--- config.mk ---
export PLATFORM = sky130hd
export DESIGN_NAME = rbd_fifo
export DESIGN_NICKNAME = d
export VERILOG_FILES = /design/src/design/rbd_pkg.sv /design/src/design/rbd_fifo.sv
export SDC_FILE = /design/constraint.sdc
export NUM_CORES = 1
export LEC_CHECK = 0
export BUFFER_PORTS_ARGS = -buffer_cell sky130_fd_sc_hd__buf_2
export CORE_UTILIZATION = 58
export CTS_BUF_LIST = sky130_fd_sc_hd__clkbuf_8
export DETAILED_ROUTE_END_ITERATION = 8
export PLACE_DENSITY = 0.8
export SLEW_MARGIN = 20
export SYNTH_ARGS = -nofsm -noshare
export SYNTH_HDL_FRONTEND = slang
export SYNTH_SLANG_ARGS = --single-unit
export TNS_END_PERCENT = 30
--- constraint.sdc ---
create_clock -name i_clk -period 2.8 [get_ports i_clk]
set_input_delay 0.14 -clock i_clk [delete_from_list [all_inputs] [get_ports i_clk]]
set_output_delay 0.14 -clock i_clk [all_outputs]
set_load 0.02 [all_outputs]
--- src/design/rbd_pkg.sv ---
package rbd_pkg;

    localparam int CFG_W     = 13;
    localparam int CFG_IDX_W = 2;
    localparam int CH_W      = 8;
    localparam int COORD_W   = 12;
    localparam int NUM_CH    = 4;

    localparam int MAX_SOURCE_SIDE_DEF = 4096;
    localparam int MAX_SCALE_DEF       = 64;
    localparam int SUM_LINE_DEPTH_DEF  = 2048;
    localparam int QUEUE_DEPTH         = 4;

    localparam logic [CFG_W-1:0] SOURCE_WIDTH_RST  = 13'd640;
    localparam logic [CFG_W-1:0] SOURCE_HEIGHT_RST = 13'd480;
    localparam logic [CFG_W-1:0] MAX_SIZE_RST      = 13'd128;

    typedef enum logic [CFG_IDX_W-1:0] {
        CFG_SOURCE_WIDTH  = 2'd0,
        CFG_SOURCE_HEIGHT = 2'd1,
        CFG_MAX_SIZE      = 2'd2
    } t_cfg_index;

    typedef struct packed {
        logic [CH_W-1:0] in_red;
        logic [CH_W-1:0] in_green;
        logic [CH_W-1:0] in_blue;
        logic [CH_W-1:0] in_alpha;
    } t_pixel_in;

    typedef struct packed {
        logic [CH_W-1:0]    out_red;
        logic [CH_W-1:0]    out_green;
        logic [CH_W-1:0]    out_blue;
        logic [CH_W-1:0]    out_alpha;
        logic [COORD_W-1:0] out_column;
        logic [COORD_W-1:0] out_row;
        logic               frame_last;
    } t_pixel_out;

    // classification of one queued word
    typedef struct packed {
        logic pass;
        logic first;
        logic emit;
        logic last;
    } t_item_ctl;

endpackage

--- src/design/rbd_fifo.sv ---
module rbd_fifo #(
    parameter int WIDTH = 8,
    parameter int DEPTH = rbd_pkg::QUEUE_DEPTH
) (
    input  logic             i_clk,
    input  logic             i_rst_n,
    input  logic             i_push,
    input  logic [WIDTH-1:0] i_data,
    output logic             o_full,
    input  logic             i_pop,
    output logic [WIDTH-1:0] o_data,
    output logic             o_empty
);
    localparam int PTR_W = (DEPTH > 1) ? $clog2(DEPTH) : 1;
    localparam int CNT_W = $clog2(DEPTH+1);

    logic [WIDTH-1:0] r_slots [DEPTH];
    logic [PTR_W-1:0] r_wr_ptr, n_wr_ptr, r_rd_ptr, n_rd_ptr;
    logic [CNT_W-1:0] r_count, n_count;
    logic             do_push, do_pop;

    assign o_full  = r_count == CNT_W'(DEPTH);
    assign o_empty = r_count == '0;
    assign o_data  = r_slots[r_rd_ptr];
    assign do_push = i_push && !o_full;
    assign do_pop  = i_pop && !o_empty;

    always_comb begin
        n_wr_ptr = r_wr_ptr;
        n_rd_ptr = r_rd_ptr;
        n_count  = r_count;
        if (do_push) begin
            n_wr_ptr = (r_wr_ptr == PTR_W'(DEPTH-1)) ? '0 : r_wr_ptr + PTR_W'(1);
        end
        if (do_pop) begin
            n_rd_ptr = (r_rd_ptr == PTR_W'(DEPTH-1)) ? '0 : r_rd_ptr + PTR_W'(1);
        end
        if (do_push && !do_pop) begin
            n_count = r_count + CNT_W'(1);
        end else if (do_pop && !do_push) begin
            n_count = r_count - CNT_W'(1);
        end
    end

    always_ff @(posedge i_clk) begin
        if (!i_rst_n) begin
            r_wr_ptr <= '0;
            r_rd_ptr <= '0;
            r_count  <= '0;
        end else begin
            r_wr_ptr <= n_wr_ptr;
            r_rd_ptr <= n_rd_ptr;
            r_count  <= n_count;
        end
    end

    always_ff @(posedge i_clk) begin
        if (do_push) begin
            r_slots[r_wr_ptr] <= i_data;
        end
    end

endmodule

# [After elaboration in Yosys (flattened, before gate mapping)]
# Memories as Yosys holds them, arrays and structs flattened. A register that Yosys moved wholly into a read port is not among the register bits.
# Cells that the tools add are included.
[word_totals] ff_bits=7 latchBits=0 ramBits=32 rom_bits=0 inputBits=12 output_inout_bits=10 word_cells=29 memories=1
[op_classes] add_sub_neg=4 multipliers=0 n_div=0 order_cmp=0 n_eq_ne=3 n_shift=0 n_mux=8 bitwise_logic=0 reduce_logical=10
[mem_list] memory="r_slots" depth=4 width=8 rd=1 rd_clocked_by_memory_dff=1 write_ports=1 line_no="rbd_fifo.sv:17" text="logic [WIDTH-1:0] r_slots [DEPTH];"
[ops] operator="$mux W2" count=4
[ops] operator="$mux W3" count=2
[ops] operator="$add A2 B1 Y2 const B" count=2
[ops] operator="$eq A2 B2 Y1 const B" count=2
[ops] operator="$logic_and A1 B1 Y1" count=4
[ops] operator="$logic_not A1 Y1" count=4
[ops] operator="$add A3 B1 Y3 const B" count=1
[ops] operator="$eq A3 B3 Y1 const B" count=1
[ops] operator="$logic_not A3 Y1" count=1
[ops] operator="$sub A3 B1 Y3 const B" count=1
[ops] operator="$mux W1" count=2
[ops] operator="$reduce_bool A2 Y1" count=1

# [Logic depth before layout (Yosys ltp)]
[logic_depth] ltp_word=7 depth_mapped=9 depth_no_buf=8

# [Worst setup path before layout]
# No wires, ideal clock.
[synth_path] path_kind="register to register" from="reg r_count[0]" to="reg r_count[2]" setup_time_ps=76 arrival_time_ps=2017 t_required_ps=2724 setup_slack_ps=707 path_stages_with_launch=8 path_buffers=0 synth_period_minus_slack_ps=2093 path_cell_list="dfxtp_1 -> o31ai_1 -> ha_1 -> inv_1 -> fa_1 -> xor2_1 -> or3_1 -> a21boi_0"
[synth_between] elab_chain_cells=6 word_cells_on_any_way=15 cone_classes="add/sub: 2; eq/ne: 1; mux: 2; reduce/logical: 10"
[synth_rtl] item="from (decl)" line_no="rbd_fifo.sv:19" text="logic [CNT_W-1:0] r_count, n_count;"
[synth_rtl] item="from (signal assigned)" line_no="rbd_fifo.sv:53" text="r_count <= n_count;"
[synth_rtl] item="branches (longest 6 deep; another with $sub A3 B1 Y3)"
# Several ways; the timed one is not identified. The select of a mux whose other input is x is not followed.
# A chain may end at the register's enable or synchronous reset.

# [Worst setup path after layout]
# Same ends and word-level chain as after synthesis.

==> flow_metrics.env <==
export IMPL_status="finished, final reports clean"
export IMPL_avgSynthCellArea_um2=17.53
export IMPL_p_leak_uw=0.0006993
export IMPL_clock_sinks=41
export IMPL_final_hold_violation_count=0
export IMPL_cts_tree="done"
export IMPL_wl_per_cell_um=15.62
export IMPL_seq_area_frac_synth_pct=69.99
export IMPL_ys_ff_latch=41
export IMPL_drive_gt1_share_pct=31.93
export IMPL_die_w_um=55.02
export IMPL_antenna_cells=0
export IMPL_gp_congestion=0.6263
export IMPL_placed_area_um2=1763
export IMPL_r2r_end="r_count[2]"
export IMPL_postCtsSetupBuffers=0
export IMPL_reg2reg_depth=7
export IMPL_drv_slew=0
export IMPL_firstDrtPassIters=4
export IMPL_reg2reg_setup_slack_ns=0.47
export IMPL_root_buffer="clkbuf_8"
export IMPL_insertion_delay_ns=0.29
export IMPL_fillers=169
export IMPL_grt_overflow=0
export IMPL_grt_util_all_layers_pct=19.23
export IMPL_htree_num_levels=2
export IMPL_path_class="flop to flop"
export IMPL_cellPowerDensity_nw_per_um2=922.5
export IMPL_max_vdd_ir_drop_v=0.0008465
export IMPL_grt_pass1_wl_um=3719
export IMPL_critPathMaxFanout=5
export IMPL_clk_path_buf_depth=2
export IMPL_syn2layout_area_growth_pct=15.27
export IMPL_grt_antenna_before_repair=0
export IMPL_design_area_um2=1879
export IMPL_coreArea_um2=2567
export IMPL_clock_skew_ns=0.005300
export IMPL_timing_fmax_ghz=0.4287
export IMPL_register_area_um2=1141
export IMPL_grt_pass1_vias=792
export IMPL_cts_resized=0
export IMPL_synth_cell_types=23
export IMPL_clkTransAtPathRegs_ns=0.07
export IMPL_setup_viol=0
export IMPL_synth_warnings=0
export IMPL_synth_area_um2=1630
export IMPL_worstPathArrival_ns=2.54
export IMPL_final_nets=137
export IMPL_multiInputGateArea_um2=460.4
export IMPL_period_share_pct=83.32
export IMPL_fin_setup_tns_ns=0
export IMPL_syn_num_nets=112
export IMPL_hpwl_um=1637
export IMPL_cp_data_required_time_ns=3.01
export IMPL_rsz0062_at_grt="no"
export IMPL_cp_end_kind="flop"
export IMPL_critPathLaunchType="flop"
export IMPL_grt_max_degree=13
export IMPL_io_buffer_count=21
export IMPL_viasPerCell=5.570
export IMPL_slew_headroom_pct=61.97
export IMPL_critPathCapture="r_count[2]"
export IMPL_die_area_um2=3027
export IMPL_rows=18
export IMPL_tightest_slew_ns=0.5657
export IMPL_die_height_um=55.02
export IMPL_ant_nets=0
export IMPL_synthCells=93
export IMPL_io_pin_count=22
export IMPL_hold_buffers=0
export IMPL_period_needed_ns=2.333
export IMPL_start_util_pct=63.50
export IMPL_hold_worst_slack_ns=0.06743
export IMPL_r2r_start="r_count[0]"
export IMPL_dr_first_iter_drc_count=16
export IMPL_worst_path_largest_cell_delay_ns=0.54
export IMPL_numCtsBuffers=5
export IMPL_crit_start="r_count[0]"
export IMPL_drcViolationCount=0
export IMPL_hold_class="primary input to flop"
export IMPL_drv_cap=0
export IMPL_crit_slowest_cell="o31ai_1"
export IMPL_routed_wirelength_um=2328
export IMPL_dr_total_vias=830
export IMPL_crit_chain="o31ai_1 -> ha_1 -> inv_1 -> fa_1 -> xor2_1 -> or3_1 -> a21boi_0"
==> where the power goes <==
part / internal, µW / switching [µW]
sequential: 749 / 78.1
combinational: 207 / 229
clock: 287 / 184
==> routing by layer <==
| metal | up-vias | global-route usage [%] | wire length [µm] |
|---|---|---|---|
| met1 | 410 | 23.20 | 1024 |
| met4 | 0 | 10.00 | 34 |
| met2 | 21 | 29.92 | 1167 |
| met3 | 4 | 7.377 | 103 |
| met5 | - | 0 | 0 |
| li1 | 395 | - | - |
==> registers in the layout (all words and copies together) (netlist names), named ones only <==
register and cells:
r_rd_ptr 2, r_count 3, r_wr_ptr 2, r_slots 32
==> critical path, delay by kind of cell, from the launching register on <==
family / cells / cell delay, ns
AO/OA/AOI/OAI: 2 / 0.70
XOR/XNOR: 1 / 0.16
adder cells (fa/ha/maj): 2 / 0.67
buffers and inverters: 1 / 0.06
flip-flops: 1 / 0.38
AND/OR/NAND/NOR: 1 / 0.30
==> logic make-up after synthesis <==
logic type / Yosys count / synth area share [%]
compound gates: 5 / 1.842
xor+xnor: 2 / 1.075
fa+ha+maj: 7 / 5.833
buf+inv: 7 / 1.765
flops: 41 / 69.99
mux: 11 / 12.89
simple gates: 20 / 6.600
==> worst min-delay path by stage <==
stage,startpoint,endpoint,depth (start not counted)
floorplan,i_data[0],r_slots[0][0],0
global placement,i_data[6],r_slots[1][6],1
detailed placement,i_data[4],r_slots[2][4],1
CTS,i_data[4],r_slots[3][4],1
global route,i_data[7],r_slots[2][7],1
finish,i_data[4],r_slots[3][4],1
==> final cells by class <==
| type | instances | share of cell area (%) |
|---|---|---|
| well taps | 30 | 1.997 |
| repair buffers | 22 | 5.992 |
| inverters | 3 | 0.5992 |
| flip-flops and latches | 41 | 60.72 |
| clock buffers | 6 | 4.394 |
| clock inverters | 2 | 1.798 |
| multi-input cells | 45 | 24.50 |
==> through the flow <==
| step | setup WS, ns | total power, µW | util (%) | cells |
|---|---|---|---|---|
| 2_1_floorplan | 0.7071 | 1159 | - | 93 |
| 3_3_place_gp | 0.6255 | 1269 | 68.66 | 141 |
| 3_5_place_dp | 0.4562 | 1287 | 68.66 | 141 |
| 4_1_cts | 0.4133 | 1758 | 73.20 | 149 |
| 5_1_grt | 0.2529 | 1844 | 73.20 | 149 |
| 6_report | 0.4671 | 1734 | 73.20 | 149 |
==> cells in the mapped netlist <==
| cell type | instances | area (µm²) |
|---|---|---|
| edfxtp_1 | 32 | 960.9 |
| dfxtp_1 | 9 | 180.2 |
| mux4_2 | 8 | 180.2 |
| ha_1 | 6 | 75.07 |
| nand2_1 | 6 | 22.52 |
| and2_1 | 5 | 31.28 |
| inv_1 | 3 | 11.26 |
| mux2i_1 | 3 | 30.03 |
| o21ai_0 | 3 | 15.01 |
| buf_2 | 2 | 10.01 |
| nand3_1 | 2 | 10.01 |
| nor2_1 | 2 | 7.510 |
| nor2b_1 | 2 | 12.51 |
| a21boi_0 | 1 | 7.510 |
| buf_1 | 1 | 3.750 |
| clkbuf_1 | 1 | 3.750 |
| fa_1 | 1 | 20.02 |
| nor3_1 | 1 | 5.000 |
| nor3b_2 | 1 | 12.51 |
| o31ai_1 | 1 | 7.510 |
| or3_1 | 1 | 6.260 |
| xnor2_1 | 1 | 8.760 |
| xor2_1 | 1 | 8.760 |
==> cells in the final DEF, fill, tap and decap left out, drive strengths merged, types with 2 or more instances in the layout <==
| master | netlist | routed |
|---|---|---|
| edfxtp | 32 | 32 |
| buf | 3 | 22 |
| dfxtp | 9 | 9 |
| mux4 | 8 | 8 |
| nand2 | 6 | 6 |
| ha | 6 | 6 |
| clkbuf | 1 | 6 |
| and2 | 5 | 5 |
| inv | 3 | 4 |
| mux2i | 3 | 3 |
| o21ai | 3 | 3 |
| nor2b | 2 | 2 |
| nor2 | 2 | 2 |
| nand3 | 2 | 2 |
Note: power is estimated with default switching activity, not from simulation.
