## src/design/rbd_pkg.sv

```systemverilog
package rbd_pkg;

    localparam int CFG_W     = 13;
    localparam int CFG_IDX_W = 2;
    localparam int CH_W      = 8;
    localparam int COORD_W   = 12;
    localparam int NUM_CH    = 4;

    localparam int MAX_SOURCE_SIDE_DEF = 4096;
    localparam int MAX_SCALE_DEF       = 64;
    localparam int SUM_LINE_DEPTH_DEF  = 2048;
    localparam int QUEUE_DEPTH         = 4;

    localparam logic [CFG_W-1:0] SOURCE_WIDTH_RST  = 13'd640;
    localparam logic [CFG_W-1:0] SOURCE_HEIGHT_RST = 13'd480;
    localparam logic [CFG_W-1:0] MAX_SIZE_RST      = 13'd128;

    typedef enum logic [CFG_IDX_W-1:0] {
        CFG_SOURCE_WIDTH  = 2'd0,
        CFG_SOURCE_HEIGHT = 2'd1,
        CFG_MAX_SIZE      = 2'd2
    } t_cfg_index;

    typedef struct packed {
        logic [CH_W-1:0] in_red;
        logic [CH_W-1:0] in_green;
        logic [CH_W-1:0] in_blue;
        logic [CH_W-1:0] in_alpha;
    } t_pixel_in;

    typedef struct packed {
        logic [CH_W-1:0]    out_red;
        logic [CH_W-1:0]    out_green;
        logic [CH_W-1:0]    out_blue;
        logic [CH_W-1:0]    out_alpha;
        logic [COORD_W-1:0] out_column;
        logic [COORD_W-1:0] out_row;
        logic               frame_last;
    } t_pixel_out;

    // classification of one queued word
    typedef struct packed {
        logic pass;
        logic first;
        logic emit;
        logic last;
    } t_item_ctl;

endpackage

```

## src/design/rbd_front.sv

```systemverilog
module rbd_front #(
    parameter int MAX_SOURCE_SIDE = rbd_pkg::MAX_SOURCE_SIDE_DEF,
    parameter int MAX_SCALE       = rbd_pkg::MAX_SCALE_DEF,
    parameter int SUM_LINE_DEPTH  = rbd_pkg::SUM_LINE_DEPTH_DEF
) (
    input  logic                                    i_clk,
    input  logic                                    i_rst_n,
    input  logic                                    i_restart,
    input  logic                                    i_busy,
    input  logic                                    i_pass,
    input  logic [$clog2(MAX_SOURCE_SIDE+1)-1:0]    i_width,
    input  logic [$clog2(MAX_SOURCE_SIDE+1)-1:0]    i_height,
    input  logic [$clog2(MAX_SCALE+1)-1:0]          i_scale,
    input  logic [$clog2(MAX_SOURCE_SIDE+1)-1:0]    i_out_width,
    input  logic [$clog2(MAX_SOURCE_SIDE+1)-1:0]    i_out_height,
    input  logic                                    i_src_valid,
    output logic                                    o_src_ready,
    input  rbd_pkg::t_pixel_in                      i_src,
    input  logic                                    i_full,
    output logic                                    o_push,
    output rbd_pkg::t_pixel_in                      o_push_px,
    output logic [$clog2(SUM_LINE_DEPTH)-1:0]       o_push_addr,
    output logic [rbd_pkg::COORD_W-1:0]             o_push_col,
    output logic [rbd_pkg::COORD_W-1:0]             o_push_row,
    output rbd_pkg::t_item_ctl                      o_push_ctl
);
    import rbd_pkg::*;

    localparam int SIDE_W  = $clog2(MAX_SOURCE_SIDE+1);
    localparam int SCALE_W = $clog2(MAX_SCALE+1);
    localparam int ADDR_W  = $clog2(SUM_LINE_DEPTH);
    localparam int LIM_W   = (SIDE_W > ADDR_W + 1) ? SIDE_W : ADDR_W + 1;

    logic [SIDE_W-1:0]  r_col, n_col, r_row, n_row, r_oc, n_oc, r_orow, n_orow;
    logic [SCALE_W-1:0] r_cib, n_cib, r_rib, n_rib;

    logic               accept, in_box, box_first, box_last, src_last, out_last;
    logic [SCALE_W-1:0] cib_inc, rib_inc;
    logic [SIDE_W-1:0]  col_inc, row_inc;

    assign o_src_ready = !i_busy && !i_full;
    assign accept      = i_src_valid && o_src_ready;

    assign cib_inc = r_cib + SCALE_W'(1);
    assign rib_inc = r_rib + SCALE_W'(1);
    assign col_inc = r_col + SIDE_W'(1);
    assign row_inc = r_row + SIDE_W'(1);

    // box lies wholly inside the image and inside the sum line
    assign in_box = (r_oc < i_out_width) && (r_orow < i_out_height) &&
                    (LIM_W'(r_oc) < LIM_W'(SUM_LINE_DEPTH));
    assign box_first = (r_cib == '0) && (r_rib == '0);
    assign box_last  = (cib_inc == i_scale) && (rib_inc == i_scale);
    assign src_last  = (col_inc == i_width) && (row_inc == i_height);
    assign out_last  = ((r_oc + SIDE_W'(1)) == i_out_width) &&
                       ((r_orow + SIDE_W'(1)) == i_out_height);

    assign o_push         = accept && (i_pass || in_box);
    assign o_push_px      = i_src;
    assign o_push_addr    = ADDR_W'(r_oc);
    assign o_push_col     = i_pass ? COORD_W'(r_col) : COORD_W'(r_oc);
    assign o_push_row     = i_pass ? COORD_W'(r_row) : COORD_W'(r_orow);
    assign o_push_ctl     = '{pass:  i_pass,
                              first: i_pass || box_first,
                              emit:  i_pass || box_last,
                              last:  i_pass ? src_last : out_last};

    always_comb begin
        n_col  = r_col;
        n_row  = r_row;
        n_oc   = r_oc;
        n_orow = r_orow;
        n_cib  = r_cib;
        n_rib  = r_rib;
        if (accept) begin
            if (cib_inc >= i_scale) begin
                n_cib = '0;
                n_oc  = r_oc + SIDE_W'(1);
            end else begin
                n_cib = cib_inc;
            end
            if (col_inc >= i_width) begin
                n_col = '0;
                n_cib = '0;
                n_oc  = '0;
                n_row = row_inc;
                if (rib_inc >= i_scale) begin
                    n_rib  = '0;
                    n_orow = r_orow + SIDE_W'(1);
                end else begin
                    n_rib = rib_inc;
                end
                // end of frame
                if (row_inc >= i_height) begin
                    n_row  = '0;
                    n_rib  = '0;
                    n_orow = '0;
                end
            end else begin
                n_col = col_inc;
            end
        end
        if (i_restart) begin
            n_col  = '0;
            n_row  = '0;
            n_oc   = '0;
            n_orow = '0;
            n_cib  = '0;
            n_rib  = '0;
        end
    end

    always_ff @(posedge i_clk) begin
        if (!i_rst_n) begin
            r_col  <= '0;
            r_row  <= '0;
            r_oc   <= '0;
            r_orow <= '0;
            r_cib  <= '0;
            r_rib  <= '0;
        end else begin
            r_col  <= n_col;
            r_row  <= n_row;
            r_oc   <= n_oc;
            r_orow <= n_orow;
            r_cib  <= n_cib;
            r_rib  <= n_rib;
        end
    end

endmodule

```

## config.mk

```make
export PLATFORM = sky130hd
export DESIGN_NAME = rbd_front
export DESIGN_NICKNAME = d
export VERILOG_FILES = /design/src/design/rbd_pkg.sv /design/src/design/rbd_front.sv
export SDC_FILE = /design/constraint.sdc
export NUM_CORES = 1
export LEC_CHECK = 0
export ABC_AREA = 0
export BUFFER_PORTS_ARGS = -buffer_cell sky130_fd_sc_hd__buf_2
export CAP_MARGIN = 20
export CORE_MARGIN = 1.5
export CORE_UTILIZATION = 50
export DETAILED_ROUTE_END_ITERATION = 8
export PLACE_DENSITY = 0.84
export SYNTH_ARGS = -nofsm -noshare
export SYNTH_HDL_FRONTEND = slang
export SYNTH_SLANG_ARGS = --single-unit
```

## constraint.sdc

```tcl
create_clock -name i_clk -period 7.1 [get_ports i_clk]
set_input_delay 1.065 -clock i_clk [delete_from_list [all_inputs] [get_ports i_clk]]
set_output_delay 1.065 -clock i_clk [all_outputs]
set_load 0.05 [all_outputs]
```

# Word level (Yosys, flattened, before mapping)
# Cells that the tools add are included.
totals:
  inputBits: 98
  reg_bits: 66
classes:
  n_bitwise: 1
  n_reduce_logical: 22
  n_addsub: 6
  order_cmp: 7
  n_eq_ne: 6
  n_mux: 13
ops:
  columns: ["op", "count"]
  rows:
  - ["two-way mux 13 bit", 6]
  - ["adder 13 x 1 -> 13 bit, second input constant", 4]
  - ["== test 13 bit", 4]
  - ["two-way mux 7 bit", 4]
  - ["greater-or-equal comparator 13 bit", 2]
  - ["< comparator 13 bit", 2]
  - ["two-way mux 12 bit", 2]
  - ["adder 7 x 1 -> 7 bit, second input constant", 2]
  - ["== test 7 bit", 2]
  - ["greater-or-equal comparator 7 bit", 2]
  - ["zero test 7 bit", 2]
  - ["< comparator 13 x 12 -> 1 bit, second input constant", 1]
  - ["logical AND 1 bit", 9]
  - ["AND reduction 2 bit", 2]
  - ["nonzero test 2 bit", 2]
  - ["logical OR 1 bit", 3]
  - ["AND reduction 3 bit", 1]
  - ["zero test 1 bit", 2]
  - ["OR reduction 2 bit", 1]
  - ["two-way mux 1 bit", 1]
  - ["NOT 1 bit", 1]

# Logic depth before layout (Yosys ltp)
depth:
  word_depth: 5
  ltp_mapped: 17
  depth_no_buf: 14

# Worst setup path after synthesis
# Ideal clock, no wire load.
synth_timing:
  path_type: "input -> output"
  start: "input i_busy"
  end: "output o_push"
  arrival_time_ns: 3.529
  path_buffers: 1
  path_slack_ns: 2.506
  required_time_ns: 6.035
  cell_stages: 5
  cell_sequence: "nor2_1 -> and2_1 -> buf_2 -> o2111ai_1 -> o21ai_0"
synth_via:
  elab_chain_len: 4
synth_lines:
  columns: ["element", "line_no", "text"]
  rows:
  - ["from (decl)", "rbd_front.sv:9", "input logic i_busy,"]
  - ["zero test 1 bit", "rbd_front.sv:41", "assign o_src_ready = !i_busy && !i_full;"]
  - ["logical AND 1 bit", "rbd_front.sv:41", null]
  - ["logical AND 1 bit", "rbd_front.sv:42", "assign accept = i_src_valid && o_src_ready;"]
  - ["logical AND 1 bit", "rbd_front.sv:58", "assign o_push = accept && (i_pass || in_box);"]
  - ["to (decl)", "rbd_front.sv:20", "output logic o_push,"]
# Every way passes these cells.

==> results.py <==
metrics = {
    "status": {
        "run_status": "finished, final reports clean",
    },
    "timing": {
        "timing.clock.skew_ns": 0.00527,
        "unrepaired_setup_endpoints_after_global_routing": "no",
        "relSlewSlack": 0.311,
        "fmaxAchievable_mhz": 211,
        "timing.final.hold_violations": 0,
        "finalCritPeriodShare": 0.667,
        "setup_viol_count_final": 0,
        "holdWs_ns": 0.469,
        "layout_min_cycle_time_ns": 4.73,
        "timing_worst_slew_pin_value_ns": 1.03,
        "final.setup.tns_ns": 0,
        "maxSlewViolCount": 0,
    },
    "global_routing": {
        "grt_most_used_layer": "met2",
        "global_route.usage.total": 0.267,
        "grt_first_pass_wirelength_um": 28600,
        "grt_start_max_net_pins": 66,
        "use_met1": 0.343,
        "grt.met2_usage": 0.452,
        "via_count_of_the_first_global_routing_pass": 5947,
        "initial_antenna_violation_count": 0,
        "grt_remaining_overflow": 0,
        "met3_usage": 0.0433,
    },
    "critical_path": {
        "worst_path_fanout_max": 6,
        "crit_type": "reg2out",
        "critical_path.slowest_cell": "dfxtp_1",
        "cell_chain_critical_path": "ha_1 > and3_1 > and3_1 > and3_1 > nand3_1 > xnor2_1 > ha_1 > and4_1 > nand4_1 > nor4_1 > a21o_1 > buf_2",
        "cp.arrival_ns": 3.67,
        "r2r_cells": 14,
        "critPathMaxStageDelay_ns": 0.46,
        "timing.critical_path.to_type": "primary output",
        "setup.worst_path.start_class": "flip-flop",
        "worstReg2RegEnd": "r_orow[12]",
        "cp_data_required_time_ns": 6.03,
        "reg2reg_slack_ns": 2.60,
        "regToRegStartpoint": "r_col[0]",
        "worstPathBufferInverterCount": 1,
        "worst_path_most_repeated_cell": "and3_1",
        "critical-path-top-delay-family": "simple AND/OR/NAND/NOR gates",
    },
    "worst_hold_path": {
        "holdCritStartpoint": "r_row[12]",
        "hp-class": "reg2reg",
        "hold_path_depth": 2,
        "hold_end": "r_row[12]",
    },
    "die": {
        "placeableCoreArea_sq_mm": 0.0126,
        "rows": 41,
        "floorplan.io_pins": 171,
        "floorplan.die_area_sq_mm": 0.0136,
        "initial_utilization": 0.513,
        "die_h_um": 117,
        "die_w_um": 117,
    },
    "yosys": {
        "synth.net_count": 1017,
        "async_s_r_ff_share_synth": 0,
        "synth.largest_area_cell": "dfxtp_1",
        "post_synth_inst_count": 845,
        "synth.yosys.seq_area_share": 0.204,
        "synth_seq_cells": 66,
        "ys_warn_count": 0,
        "synthDistinctLibCells": 61,
        "synth.top_cell.area_share": 0.204,
        "yosys_most_used_dff": "dfxtp_1",
        "synth-edff-count": 0,
        "synth_common_cells": "a21oi_1 (74), ha_1 (74), inv_1 (69), dfxtp_1 (66)",
        "synth.avg_cell_area_sq_um": 7.67,
        "syn_area_sq_mm": 0.00648,
        "synth.top_cells.by_area": "dfxtp_1 (20%), ha_1 (14%), a21oi_1 (5.7%), xnor2_1 (5.5%), buf_4 (5.2%)",
    },
    "drt": {
        "avgRoutedWirePerCell_um": 16.9,
        "vias": 6284,
        "avgViaCountPerCell": 5.93,
        "drt_wl_total_um": 17900,
        "drcViolationCount": 0,
        "drt.antenna.violating_nets": 0,
        "drtIter0Drc": 519,
        "drt-pass1-iter-count": 6,
    },
    "placed_design": {
        "io_buffer_count": 106,
        "finalWeightedCongestion": 0.864,
        "place.detailed.instances": 1043,
        "hpwl_um": 13100,
    },
    "power": {
        "power.ir.vdd_worst_uv": 97.3,
        "total_power_w": 0.000959,
        "cellLeakagePower_nw": 3.21,
        "cell_pwr_density_mw_per_mm2": 135,
    },
    "clock_network": {
        "clock_transition_at_the_registers_of_the_reported_paths_ns": 0.06,
        "cts.htree.levels": 3,
        "post_cts_resize_count": 0,
        "cts_tree": "yes",
        "clk-insertion-delay-late_ns": 0.34,
        "clockRootBuffer": "clkbuf_16",
        "cts-buffers-inserted": 9,
        "cts-root-to-sink-buffers": 2,
        "cts_post_setup_buffers_inserted": 0,
        "cts-hold-fix-buffers": 0,
        "tritoncts_num_sinks": 66,
    },
    "finish": {
        "final-instance-count-excl-fill": 1060,
        "drive_gt1_frac": 0.184,
        "area_growth_pct": 9.44,
        "antenna-diode-count": 0,
        "nNetsFinal": 1055,
    },
    "job": {
        "timing.max_cap.violations": 0,
    },
}
==> worst register-to-register path, delay by kind of cell, from the launching register on <==
family | cells | cell delay, ns
DFF | 1 | 0.45
buffers and inverters | 1 | 0.13
adders and majority gates | 2 | 0.58
AOI/OAI and AO/OA | 3 | 1.13
and+or+nand+nor | 7 | 1.91
xor gates and xnor gates | 1 | 0.16
==> metrics by stage <==
step,setup slack [ns],util,instance area [sq um]
floorplan,2.51,-,6480
global placement,2.77,0.536,6760
detailed placement,2.64,0.536,6760
CTS,2.38,0.561,7080
global route,2.09,0.562,7090
finish,2.37,0.562,7090
==> worst max-delay path by stage <==
stage              from             to  slack, ns  cells after the start
5_1_grt        r_row[0]  o_push_ctl[0]       2.09                     12
3_3_place_gp   r_col[0]      r_orow[0]       2.77                     14
4_1_cts        r_row[0]  o_push_ctl[0]       2.38                     12
2_1_floorplan    i_busy         o_push       2.51                      5
6_report       r_row[0]  o_push_ctl[0]       2.37                     12
3_5_place_dp   r_col[0]      r_orow[0]       2.64                     14
==> cell type report <==
type                            count  area (sq um)
Timing Repair Buffer              113           583
Multi-Input combinational cell    624          4390
Tap cell                          172           215
Clock inverter                      6          90.1
Inverter                           69           259
Sequential cell                    66          1320
Fill cell                        1159          5530
Clock buffer                       10           229
==> cell families after synthesis <==
kind of cell	after synthesis	share of synthesized area
compound gates	192	0.179
simple gates	265	0.222
xor+xnor	71	0.0960
buf+inv	155	0.118
fa+ha+maj	74	0.143
mux	22	0.0379
flops	66	0.204
==> flip-flops by register name, indices dropped and copies added, names as in the netlist <==
| signal | count |
|---|---|
| r_cib | 7 |
| r_col | 13 |
| r_oc | 13 |
| r_orow | 13 |
| r_rib | 7 |
| r_row | 13 |
==> routing by layer <==
layer / wire length [um] / vias up
li1: - / 3029
met1: 7710 / 2938
met2: 8370 / 277
met3: 1390 / 40
met4: 402 / 0
met5: 0 / -
==> where the power goes <==
part	switching (W)	internal (W)
Sequential	0.000000466	0.000371
Clock	0.000180	0.000309
Combinational	0.0000597	0.0000400
Total	0.000240	0.000719
==> cells in the final DEF, fill, tap and decap left out, types with 4 or more instances in the layout <==
cell	instances
o211ai_1	7
buf_4	7
nor2_1	39
mux2_2	20
nand3b_1	11
clkbuf_16	9
o21a_1	5
o21ai_0	54
a211oi_1	4
and3_1	16
nand3_1	55
or3_1	8
buf_2	106
ha_1	74
xor2_1	30
a31oi_1	9
nor2b_1	9
nand4b_1	4
or4_1	4
xnor2_1	41
inv_1	69
a21o_1	13
or3b_1	5
dfxtp_1	66
nand4_1	17
nor4_1	7
nor3_1	16
a21oi_1	74
nand2_1	52
Power figures use the tool's default switching activity.
