--- src/design/rbd_pkg.sv ---
package rbd_pkg;

    localparam int CFG_W     = 13;
    localparam int CFG_IDX_W = 2;
    localparam int CH_W      = 8;
    localparam int COORD_W   = 12;
    localparam int NUM_CH    = 4;

    localparam int MAX_SOURCE_SIDE_DEF = 4096;
    localparam int MAX_SCALE_DEF       = 64;
    localparam int SUM_LINE_DEPTH_DEF  = 2048;
    localparam int QUEUE_DEPTH         = 4;

    localparam logic [CFG_W-1:0] SOURCE_WIDTH_RST  = 13'd640;
    localparam logic [CFG_W-1:0] SOURCE_HEIGHT_RST = 13'd480;
    localparam logic [CFG_W-1:0] MAX_SIZE_RST      = 13'd128;

    typedef enum logic [CFG_IDX_W-1:0] {
        CFG_SOURCE_WIDTH  = 2'd0,
        CFG_SOURCE_HEIGHT = 2'd1,
        CFG_MAX_SIZE      = 2'd2
    } t_cfg_index;

    typedef struct packed {
        logic [CH_W-1:0] in_red;
        logic [CH_W-1:0] in_green;
        logic [CH_W-1:0] in_blue;
        logic [CH_W-1:0] in_alpha;
    } t_pixel_in;

    typedef struct packed {
        logic [CH_W-1:0]    out_red;
        logic [CH_W-1:0]    out_green;
        logic [CH_W-1:0]    out_blue;
        logic [CH_W-1:0]    out_alpha;
        logic [COORD_W-1:0] out_column;
        logic [COORD_W-1:0] out_row;
        logic               frame_last;
    } t_pixel_out;

    // classification of one queued word
    typedef struct packed {
        logic pass;
        logic first;
        logic emit;
        logic last;
    } t_item_ctl;

endpackage

--- src/design/rbd_cfg.sv ---
module rbd_cfg #(
    parameter int MAX_SOURCE_SIDE = rbd_pkg::MAX_SOURCE_SIDE_DEF,
    parameter int MAX_SCALE       = rbd_pkg::MAX_SCALE_DEF
) (
    input  logic                                                      i_clk,
    input  logic                                                      i_rst_n,
    input  logic                                                      i_cfg_we,
    input  logic [rbd_pkg::CFG_IDX_W-1:0]                             i_cfg_index,
    input  logic [rbd_pkg::CFG_W-1:0]                                 i_cfg_data,
    output logic                                                      o_busy,
    output logic                                                      o_pass,
    output logic [$clog2(MAX_SOURCE_SIDE+1)-1:0]                      o_width,
    output logic [$clog2(MAX_SOURCE_SIDE+1)-1:0]                      o_height,
    output logic [$clog2(MAX_SCALE+1)-1:0]                            o_scale,
    output logic [$clog2(MAX_SCALE*MAX_SCALE+1)-1:0]                  o_box_area,
    output logic [$clog2(MAX_SCALE*MAX_SCALE*255+1)-1:0]              o_recip,
    output logic [$clog2(MAX_SOURCE_SIDE+1)-1:0]                      o_out_width,
    output logic [$clog2(MAX_SOURCE_SIDE+1)-1:0]                      o_out_height
);
    import rbd_pkg::*;

    localparam int SIDE_W  = $clog2(MAX_SOURCE_SIDE+1);
    localparam int SCALE_W = $clog2(MAX_SCALE+1);
    localparam int BOX_W   = $clog2(MAX_SCALE*MAX_SCALE+1);
    localparam int SUM_W   = $clog2(MAX_SCALE*MAX_SCALE*255+1);
    localparam int NUM_W   = ((SIDE_W > CFG_W) ? SIDE_W : CFG_W) + 1;
    localparam int DIV_A   = (NUM_W > SUM_W + 1) ? NUM_W : SUM_W + 1;
    localparam int DIV_W   = (DIV_A > BOX_W) ? DIV_A : BOX_W;
    localparam int CNT_W   = $clog2(DIV_W);

    typedef enum logic [6:0] {
        ST_LOAD  = 7'b0000001,
        ST_SCALE = 7'b0000010,
        ST_BOX   = 7'b0000100,
        ST_RECIP = 7'b0001000,
        ST_OUT_W = 7'b0010000,
        ST_OUT_H = 7'b0100000,
        ST_DONE  = 7'b1000000
    } t_cfg_state;

    t_cfg_state r_state, n_state;
    logic [CFG_W-1:0]   r_src_w, n_src_w, r_src_h, n_src_h, r_max, n_max;
    logic [DIV_W-1:0]   r_rem, n_rem, r_quo, n_quo, r_dvs, n_dvs;
    logic [CNT_W-1:0]   r_cnt, n_cnt;
    logic [SCALE_W-1:0] r_scale, n_scale;
    logic [BOX_W-1:0]   r_box, n_box;
    logic [SUM_W-1:0]   r_recip, n_recip;
    logic [SIDE_W-1:0]  r_ow, n_ow, r_oh, n_oh;

    logic [SIDE_W-1:0]    w_clamped, h_clamped, longest;
    logic [NUM_W-1:0]     scale_num;
    logic [DIV_W:0]       rem_sh;
    logic                 ge;
    logic [DIV_W-1:0]     step_rem, step_quo;
    logic                 step_last;
    logic [2*SCALE_W-1:0] scale_sq;

    function automatic logic [SIDE_W-1:0] clamp_side(input logic [CFG_W-1:0] v);
        logic [NUM_W-1:0]  ext;
        logic [SIDE_W-1:0] res;
        ext = NUM_W'(v);
        if (ext == '0) begin
            res = SIDE_W'(1);
        end else if (ext > NUM_W'(MAX_SOURCE_SIDE)) begin
            res = SIDE_W'(MAX_SOURCE_SIDE);
        end else begin
            res = SIDE_W'(ext);
        end
        return res;
    endfunction

    assign w_clamped = clamp_side(r_src_w);
    assign h_clamped = clamp_side(r_src_h);
    assign longest   = (w_clamped >= h_clamped) ? w_clamped : h_clamped;
    assign scale_num = NUM_W'(longest) + NUM_W'(r_max) - NUM_W'(1);

    // one restoring step of the shared divider
    assign rem_sh    = {r_rem, r_quo[DIV_W-1]};
    assign ge        = rem_sh >= {1'b0, r_dvs};
    assign step_rem  = ge ? DIV_W'(rem_sh - {1'b0, r_dvs}) : DIV_W'(rem_sh);
    assign step_quo  = {r_quo[DIV_W-2:0], ge};
    assign step_last = r_cnt == CNT_W'(DIV_W - 1);
    assign scale_sq  = r_scale * r_scale;

    always_comb begin
        n_state = r_state;
        n_src_w = r_src_w;
        n_src_h = r_src_h;
        n_max   = r_max;
        n_rem   = r_rem;
        n_quo   = r_quo;
        n_dvs   = r_dvs;
        n_cnt   = r_cnt;
        n_scale = r_scale;
        n_box   = r_box;
        n_recip = r_recip;
        n_ow    = r_ow;
        n_oh    = r_oh;

        if ((r_state == ST_SCALE) || (r_state == ST_RECIP) ||
            (r_state == ST_OUT_W) || (r_state == ST_OUT_H)) begin
            n_rem = step_rem;
            n_quo = step_quo;
            n_cnt = r_cnt + CNT_W'(1);
        end

        unique case (r_state)
            ST_LOAD: begin
                n_rem   = '0;
                n_quo   = DIV_W'(scale_num);
                n_dvs   = DIV_W'(r_max);
                n_cnt   = '0;
                n_state = ST_SCALE;
            end
            ST_SCALE: begin
                if (step_last) begin
                    // no max size, or a ratio too coarse: saturate
                    if ((r_max == '0) || (step_quo > DIV_W'(MAX_SCALE))) begin
                        n_scale = SCALE_W'(MAX_SCALE);
                    end else begin
                        n_scale = SCALE_W'(step_quo);
                    end
                    n_state = ST_BOX;
                end
            end
            ST_BOX: begin
                n_box   = BOX_W'(scale_sq);
                n_rem   = '0;
                n_quo   = DIV_W'(1) << SUM_W;
                n_dvs   = DIV_W'(scale_sq);
                n_cnt   = '0;
                n_state = ST_RECIP;
            end
            ST_RECIP: begin
                if (step_last) begin
                    n_recip = SUM_W'(step_quo);
                    n_rem   = '0;
                    n_quo   = DIV_W'(w_clamped);
                    n_dvs   = DIV_W'(r_scale);
                    n_cnt   = '0;
                    n_state = ST_OUT_W;
                end
            end
            ST_OUT_W: begin
                if (step_last) begin
                    n_ow    = SIDE_W'(step_quo);
                    n_rem   = '0;
                    n_quo   = DIV_W'(h_clamped);
                    n_dvs   = DIV_W'(r_scale);
                    n_cnt   = '0;
                    n_state = ST_OUT_H;
                end
            end
            ST_OUT_H: begin
                if (step_last) begin
                    n_oh    = SIDE_W'(step_quo);
                    n_state = ST_DONE;
                end
            end
            ST_DONE: begin
            end
            default: begin
                n_state = ST_LOAD;
            end
        endcase

        if (i_cfg_we) begin
            unique case (i_cfg_index)
                CFG_SOURCE_WIDTH:  n_src_w = i_cfg_data;
                CFG_SOURCE_HEIGHT: n_src_h = i_cfg_data;
                CFG_MAX_SIZE:      n_max   = i_cfg_data;
                default: begin
                end
            endcase
            n_state = ST_LOAD;
        end
    end

    always_ff @(posedge i_clk) begin
        if (!i_rst_n) begin
            r_state <= ST_LOAD;
            r_src_w <= SOURCE_WIDTH_RST;
            r_src_h <= SOURCE_HEIGHT_RST;
            r_max   <= MAX_SIZE_RST;
        end else begin
            r_state <= n_state;
            r_src_w <= n_src_w;
            r_src_h <= n_src_h;
            r_max   <= n_max;
        end
    end

    always_ff @(posedge i_clk) begin
        r_rem   <= n_rem;
        r_quo   <= n_quo;
        r_dvs   <= n_dvs;
        r_cnt   <= n_cnt;
        r_scale <= n_scale;
        r_box   <= n_box;
        r_recip <= n_recip;
        r_ow    <= n_ow;
        r_oh    <= n_oh;
    end

    assign o_busy       = r_state != ST_DONE;
    assign o_pass       = r_scale == SCALE_W'(1);
    assign o_width      = w_clamped;
    assign o_height     = h_clamped;
    assign o_scale      = r_scale;
    assign o_box_area   = r_box;
    assign o_recip      = r_recip;
    assign o_out_width  = r_ow;
    assign o_out_height = r_oh;

endmodule

--- config.mk ---
export PLATFORM = sky130hd
export DESIGN_NAME = rbd_cfg
export DESIGN_NICKNAME = d
export VERILOG_FILES = /design/src/design/rbd_pkg.sv /design/src/design/rbd_cfg.sv
export SDC_FILE = /design/constraint.sdc
export NUM_CORES = 1
export LEC_CHECK = 0
export BUFFER_PORTS_ARGS = -buffer_cell sky130_fd_sc_hd__buf_2
export CAP_MARGIN = 15
export CORE_MARGIN = 4
export CORE_UTILIZATION = 28
export DETAILED_ROUTE_END_ITERATION = 10
export GPL_TIMING_DRIVEN = 0
export SYNTH_ARGS = -nofsm -noshare
export SYNTH_HDL_FRONTEND = slang
export SYNTH_SLANG_ARGS = --single-unit
--- constraint.sdc ---
create_clock -name i_clk -period 5.6 [get_ports i_clk]
set_input_delay 0.56 -clock i_clk [delete_from_list [all_inputs] [get_ports i_clk]]
set_output_delay 0.56 -clock i_clk [all_outputs]
set_load 0.1 [all_outputs]
After elaboration in Yosys (flattened, before gate mapping)
Index checks and enable logic that the tools add are counted.
{"block": "totals", "reg_bits": 180, "inputBits": 18, "word_cells": 86}
{"block": "op_classes", "n_eq_ne": 17, "reduce_logical": 21, "n_addsub": 4, "n_lt_le_gt_ge": 5, "muxes": 23, "n_bitwise": 2, "mul": 1}
{"cell": "two-way mux 21 bit", "count": 7}
{"cell": "case mux 21 bit (4 select lines)", "count": 1}
{"cell": "two-way mux 13 bit", "count": 5}
{"cell": "case mux 21 bit (3 select lines)", "count": 1}
{"cell": "case mux 7 bit (7 select lines)", "count": 1}
{"cell": "case mux 21 bit (2 select lines)", "count": 1}
{"cell": "logical NOT 13 bit", "count": 3}
{"cell": "two-way mux 7 bit", "count": 4}
{"cell": "greater-than comparator 13 bit, second input constant", "count": 2}
{"cell": "greater-or-equal comparator 22 x 21 -> 1 bit", "count": 1}
{"cell": "greater-than comparator 21 x 7 -> 1 bit, second input constant", "count": 1}
{"cell": "subtractor 21 bit", "count": 1}
{"cell": "AND reduction 2 bit", "count": 8}
{"cell": "adder 13 x 13 -> 14 bit", "count": 1}
{"cell": "equality test 7 x 1 -> 1 bit, second input constant", "count": 2}
{"cell": "multiplier 7 x 7 -> 14 bit", "count": 1}
{"cell": "subtractor 14 x 1 -> 14 bit, second input constant", "count": 1}
{"cell": "greater-or-equal comparator 13 bit", "count": 1}
{"cell": "two-way mux 5 bit", "count": 2}
{"cell": "case mux 5 bit (2 select lines)", "count": 1}
{"cell": "inequality test 2 bit, second input constant", "count": 4}
{"cell": "equality test 7 x 2 -> 1 bit, second input constant", "count": 1}
{"cell": "equality test 7 x 3 -> 1 bit, second input constant", "count": 1}
{"cell": "equality test 7 x 4 -> 1 bit, second input constant", "count": 1}
{"cell": "15 further kinds", "count": 21}

Logic depth before layout (Yosys ltp)
{"block": "depth", "ltp_word": 8, "depth_mapped": 24, "depth_no_buf": 23}

Worst setup path after synthesis
OpenSTA, ideal clock, no wires.
{"block": "synth_path", "path_kind": "register to register", "start": "register r_src_w[12]", "end": "register r_quo[13]", "setup_slack_ps": -19, "setup_time_ps": 128, "required_ps": 5472, "stages_incl_launch_ff": 20, "t_arrival_ps": 5491, "n_path_buf": 2, "cell_sequence": "dfxtp_1 -> clkbuf_1 -> nor2b_1 -> ha_1 -> a2111oi_0 -> a21oi_1 -> o31ai_1 -> nand2_1 -> buf_1 -> mux2i_1 -> ha_1 -> inv_1 -> ha_1 -> o21a_1 -> o21ai_0 -> a211oi_1 -> a311oi_1 -> a21oi_1 -> xnor2_1 -> o21ai_1"}
{"block": "synth_between", "elab_chain_cells": 8}
{"item": "start, declared", "line": "rbd_cfg.sv:42", "source": "logic [CFG_W-1:0] r_src_w, n_src_w, r_src_h, n_src_h, r_max, n_max;"}
{"item": "start signal, assigned", "line": "rbd_cfg.sv:187", "source": "r_src_w <= n_src_w;"}
{"item": "greater-than comparator 13 bit", "line": "rbd_cfg.sv:64", "source": "end else if (ext > NUM_W'(MAX_SOURCE_SIDE)) begin"}
{"item": "two-way mux 13 bit", "line": "rbd_cfg.sv:64"}
{"item": "two-way mux 13 bit *", "line": "rbd_cfg.sv:62", "source": "if (ext == '0) begin"}
{"item": "net o_width[3]", "line": "rbd_cfg.sv:12", "source": "output logic [$clog2(MAX_SOURCE_SIDE+1)-1:0] o_width,"}
{"item": "greater-or-equal comparator 13 bit", "line": "rbd_cfg.sv:74", "source": "assign longest = (w_clamped >= h_clamped) ? w_clamped : h_clamped;"}
{"item": "two-way mux 13 bit *", "line": "rbd_cfg.sv:74"}
{"item": "adder 13 x 13 -> 14 bit *", "line": "rbd_cfg.sv:75", "source": "assign scale_num = NUM_W'(longest) + NUM_W'(r_max) - NUM_W'(1);"}
{"item": "subtractor 14 x 1 -> 14 bit *", "line": "rbd_cfg.sv:75"}
{"item": "case mux 21 bit (4 select lines) *", "line": "rbd_cfg.sv:107", "source": "unique case (r_state)"}
{"item": "net n_quo[13]", "line": "rbd_cfg.sv:43", "source": "logic [DIV_W-1:0] r_rem, n_rem, r_quo, n_quo, r_dvs, n_dvs;"}
{"item": "end signal, assigned", "line": "rbd_cfg.sv:195", "source": "r_quo <= n_quo;"}
{"item": "end, declared", "line": "rbd_cfg.sv:43"}
Mark *: on every way through the listed nets, which the timed path passes. The rest lies on a longest branch.
A chain may end at the register's enable or synchronous reset.

Final worst setup path
{"block": "layout_path", "start": "register r_src_w[12]", "end": "register r_quo[13]"}
{"block": "layout_between", "elab_chain_cells": 8}
{"item": "greater-than comparator 13 bit", "line": "rbd_cfg.sv:64"}
{"item": "two-way mux 13 bit", "line": "rbd_cfg.sv:64"}
{"item": "two-way mux 13 bit *", "line": "rbd_cfg.sv:62"}
{"item": "greater-or-equal comparator 13 bit", "line": "rbd_cfg.sv:74"}
{"item": "two-way mux 13 bit *", "line": "rbd_cfg.sv:74"}
{"item": "adder 13 x 13 -> 14 bit *", "line": "rbd_cfg.sv:75"}
{"item": "subtractor 14 x 1 -> 14 bit *", "line": "rbd_cfg.sv:75"}
{"item": "case mux 21 bit (4 select lines) *", "line": "rbd_cfg.sv:107"}
{"item": "net n_quo[13]", "line": "rbd_cfg.sv:43"}
Marked as above.

==> results by group <==
CTS
  • Skew-Pair Late Insertion Delay: 0.45 ns
  • CTS Root Cell: clkbuf_16
  • Htree depth: 4
  • TritonCTS clock tree: yes
  • CTS Buffer Depth: 2
  • TritonCTS Sinks: 172
  • Num CTS Buffers: 17
  • Hold buffer count at cts: 0
  • Postcts setup bufs: 0
  • Clk slew on worst S/H paths: 0.08 ns

Power and ir drop
  • Worst IR Drop VDD: 0.245 mV
  • Pwr/cell area: 279 nW/µm²
  • Pleak: 5.01 nW

Worst setup path
  • Critical Path Fanout Max: 10
  • Critical path type: flip-flop to flip-flop
  • Worst reg2reg path startpoint: r_src_w[12]
  • Flop2flop setup slack: 0.48 ns
  • Critical Path RT: 5.92 ns
  • Endpoint type of the worst setup path: flip-flop
  • WP data arrival: 5.44 ns
  • R2r endpoint: r_quo[13]
  • Reg2Reg Depth: 21
  • Worst setup SP type: flip-flop

Global route
  • Initial antenna violation count: 0
  • Vias in the first global route: 8357
  • GRT overflow: 0
  • Tot GR Track Use: 14.6%
  • First-pass GRT wire length: 45700 µm
  • Largest net degree at the start of global routing: 30

Floorplanning
  • I/O pin count: 112
  • Initial core utilization: 28.6%
  • Core area: 35800 µm²
  • Die area: 39700 µm²
  • Chip Width: 199 µm
  • Row Count: 69
  • Die height: 199 µm

Drt
  • Detailed Routing Iterations Pass 1: 5
  • Average vias per placed instance: 4.95
  • Avg WL per Cell: 16.9 µm
  • Post-Route WL: 28900 µm
  • Post-route ant nets: 0
  • Vias post-DR: 8451
  • # DRC: 0
  • DRT iter0 DRCs: 658

Placement
  • Detailed Place HPWL: 22300 µm
  • Placer Congestion: 0.888
  • Port bufs: 110

Finish
  • N_diodes: 0
  • Filler instances: 3654
  • Share of layout cells above drive strength 1: 13.8%
  • Area growth, synth to finish: 17.8%
  • Core Util, Final: 33.7%
  • Nets@finish: 1344

STA
  • Slew Viols, Final: 0
  • Hold WS: 0.376 ns
  • Final period util: 91.4%
  • RSZ-0062 raised after global routing: false
  • Worst slew pin tran: 0.919 ns
  • Fmax achieved: 195 MHz
  • Final min period: 5.12 ns
  • Setup violators final: 0
  • Final Skew: 0.0162 ns
  • Fin. Hold Viols: 0
  • Slew headroom: 38.2%
  • Final TNS setup: 0 ns

Logic synthesis
  • Sequential element share of the synthesized area: 41.3%
  • Post-synth ARST share: 0%
  • Mapped Cells: 1098
  • EDFF count, synth: 79
  • Synth Flop Type: dfxtp_1
  • Post-Syn Nets: 1210
  • Syn_area_per_cell: 9.34 µm²
  • Cell Area, Synth: 10300 µm²
  • YS warnings: 0
  • Synth unique cells: 73
  • #FFs+latches synth: 172

Min path
  • Hold Crit Endpoint: r_src_w[9]
  • Hold crit path type: input pin to flip-flop
  • Hold path startpoint: i_cfg_data[9]
  • Hold depth: 3

Job
  • Max-cap violations: 0

Run status
  • Status: complete, no violations
==> Yosys cell counts, types with 12 or more instances <==
master / count / area (µm²)
nand2_1: 136 / 510
inv_1: 98 / 368
dfxtp_1: 93 / 1860
edfxtp_1: 79 / 2370
ha_1: 78 / 976
nor2_1: 56 / 210
a21oi_1: 55 / 275
o21ai_0: 42 / 210
clkbuf_1: 40 / 150
a21boi_0: 32 / 240
mux2i_1: 31 / 310
nor2b_1: 29 / 181
xnor2_1: 29 / 254
and2_1: 23 / 144
nand3_1: 18 / 90.1
nor3_1: 18 / 90.1
fa_1: 16 / 320
o21ai_1: 16 / 80.1
xor2_1: 15 / 131
a31oi_1: 14 / 87.6
nand2b_1: 14 / 87.6
nor4_1: 12 / 75.1
==> worst max-delay path, stage by stage, from the launching register on <==
cell	delay, ns
dfxtp_1	0.37
clkbuf_1	0.29
nor2b_1	0.58
ha_1	0.36
a21oi_1	0.14
o21ai_0	0.08
a21oi_1	0.16
nor2b_1	0.08
o31ai_1	0.23
nand2_1	0.19
clkbuf_2	0.30
mux2i_1	0.18
ha_1	0.30
inv_1	0.04
ha_1	0.34
o21a_1	0.18
o21ai_0	0.29
a211oi_1	0.11
a311oi_1	0.30
a21oi_1	0.13
xnor2_1	0.25
o21ai_1	0.08
==> power breakdown <==
group	leakage [nW]	switching, mW	internal, mW
clock	0.290	0.585	0.638
combinational	3.21	0.386	0.244
sequential	1.51	0.106	1.41
total	5.01	1.08	2.29
==> worst max-delay path by stage <==
stage	end	start	depth (start not counted)	slack (ns)
3_3_place_gp	r_quo[13]	r_src_h[12]	24	0.38
2_1_floorplan	r_quo[13]	r_src_w[12]	21	0.03
6_report	r_quo[13]	r_src_w[12]	21	0.48
3_5_place_dp	r_quo[13]	r_src_h[12]	22	0.33
4_1_cts	r_quo[13]	r_src_h[12]	24	0.28
5_1_grt	r_quo[13]	r_src_h[12]	24	0.16
==> area by class of cell <==
cell class | count | area, µm² | area share (%)
timing repair buffer | 115 | 639 | 5.30
clock inverter | 15 | 171 | 1.42
tap | 461 | 577 | 4.78
clock buffer | 17 | 425 | 3.52
buffer | 50 | 201 | 1.67
inverter | 100 | 375 | 3.11
multi-input combinational | 776 | 5450 | 45.1
sequential | 172 | 4230 | 35.1
==> metal layers <==
| layer | routed length (µm) | GRT usage, % | vias to the layer above |
|---|---|---|---|
| met5 | 0 | 0 | - |
| met4 | 539 | 4.18 | 0 |
| met3 | 1500 | 2.68 | 41 |
| met2 | 13400 | 23.9 | 228 |
| met1 | 13500 | 19.8 | 4037 |
| li1 | - | - | 4145 |
==> cell families (layout without fill, tap and decap cells) <==
kind of cell / count (synthesis) / in the layout / share of synthesized area, %
adders and majority gates: 94 / 94 / 12.6
and+or+nand+nor: 352 / 352 / 17.1
AOI/OAI and AO/OA: 247 / 247 / 15.8
muxes: 38 / 38 / 3.80
DFF: 172 / 172 / 41.3
other: 1 / 1 / 0.0366
xor gates and xnor gates: 44 / 44 / 3.76
buffers and inverters: 150 / 297 / 5.60
==> cell usage in the layout (no fill, tap or decap), drive strengths merged, types with 4 or more instances in the layout <==
cell type | netlist | final
xor2 | 15 | 15
or3 | 4 | 4
nand4 | 9 | 9
nand2 | 136 | 136
nor3b | 7 | 7
xnor2 | 29 | 29
a221oi | 4 | 4
mux2i | 31 | 31
a222oi | 4 | 4
buf | 10 | 123
o211ai | 7 | 7
a22oi | 8 | 8
a21o | 9 | 9
a21boi | 32 | 32
a22o | 8 | 8
nor3 | 19 | 19
mux2 | 7 | 7
clkinv | 0 | 4
or4 | 5 | 5
o21ai | 58 | 58
nand2b | 14 | 14
fa | 16 | 16
inv | 100 | 109
dfxtp | 93 | 93
nand3 | 18 | 18
nor2b | 29 | 29
a21oi | 55 | 55
nor2 | 56 | 56
ha | 78 | 78
nand4b | 4 | 4
nor4 | 13 | 13
clkbuf | 40 | 59
o31ai | 4 | 4
a31oi | 14 | 14
and2 | 23 | 23
o21a | 11 | 11
edfxtp | 79 | 79
a211oi | 6 | 6
==> registers in the layout, summed over array words and instances, names as in the netlist, 14 cells and up <==
| register | count |
|---|---|
| r_dvs | 14 |
| r_rem | 21 |
| r_quo | 21 |
| o_recip | 20 |
==> through the flow <==
stage                     cell area (µm²)  instances  setup slack (ns)  power [mW]
after floorplan                     10300       1098            0.0256        1.98
after global placement              11400       1669             0.378        2.16
after detailed placement            11500       1672             0.333        2.17
after CTS                           12100       1704             0.279        3.40
after global routing                12100       1706             0.156        3.53
final                               12100       1706             0.482        3.37
==> what timing repair did <==
action,in CTS,in global routing
setup endpoints to repair,0,3
gates resized for setup,0,1
endpoints found under the hold margin,0,0
Power figures use the tool's default switching activity.
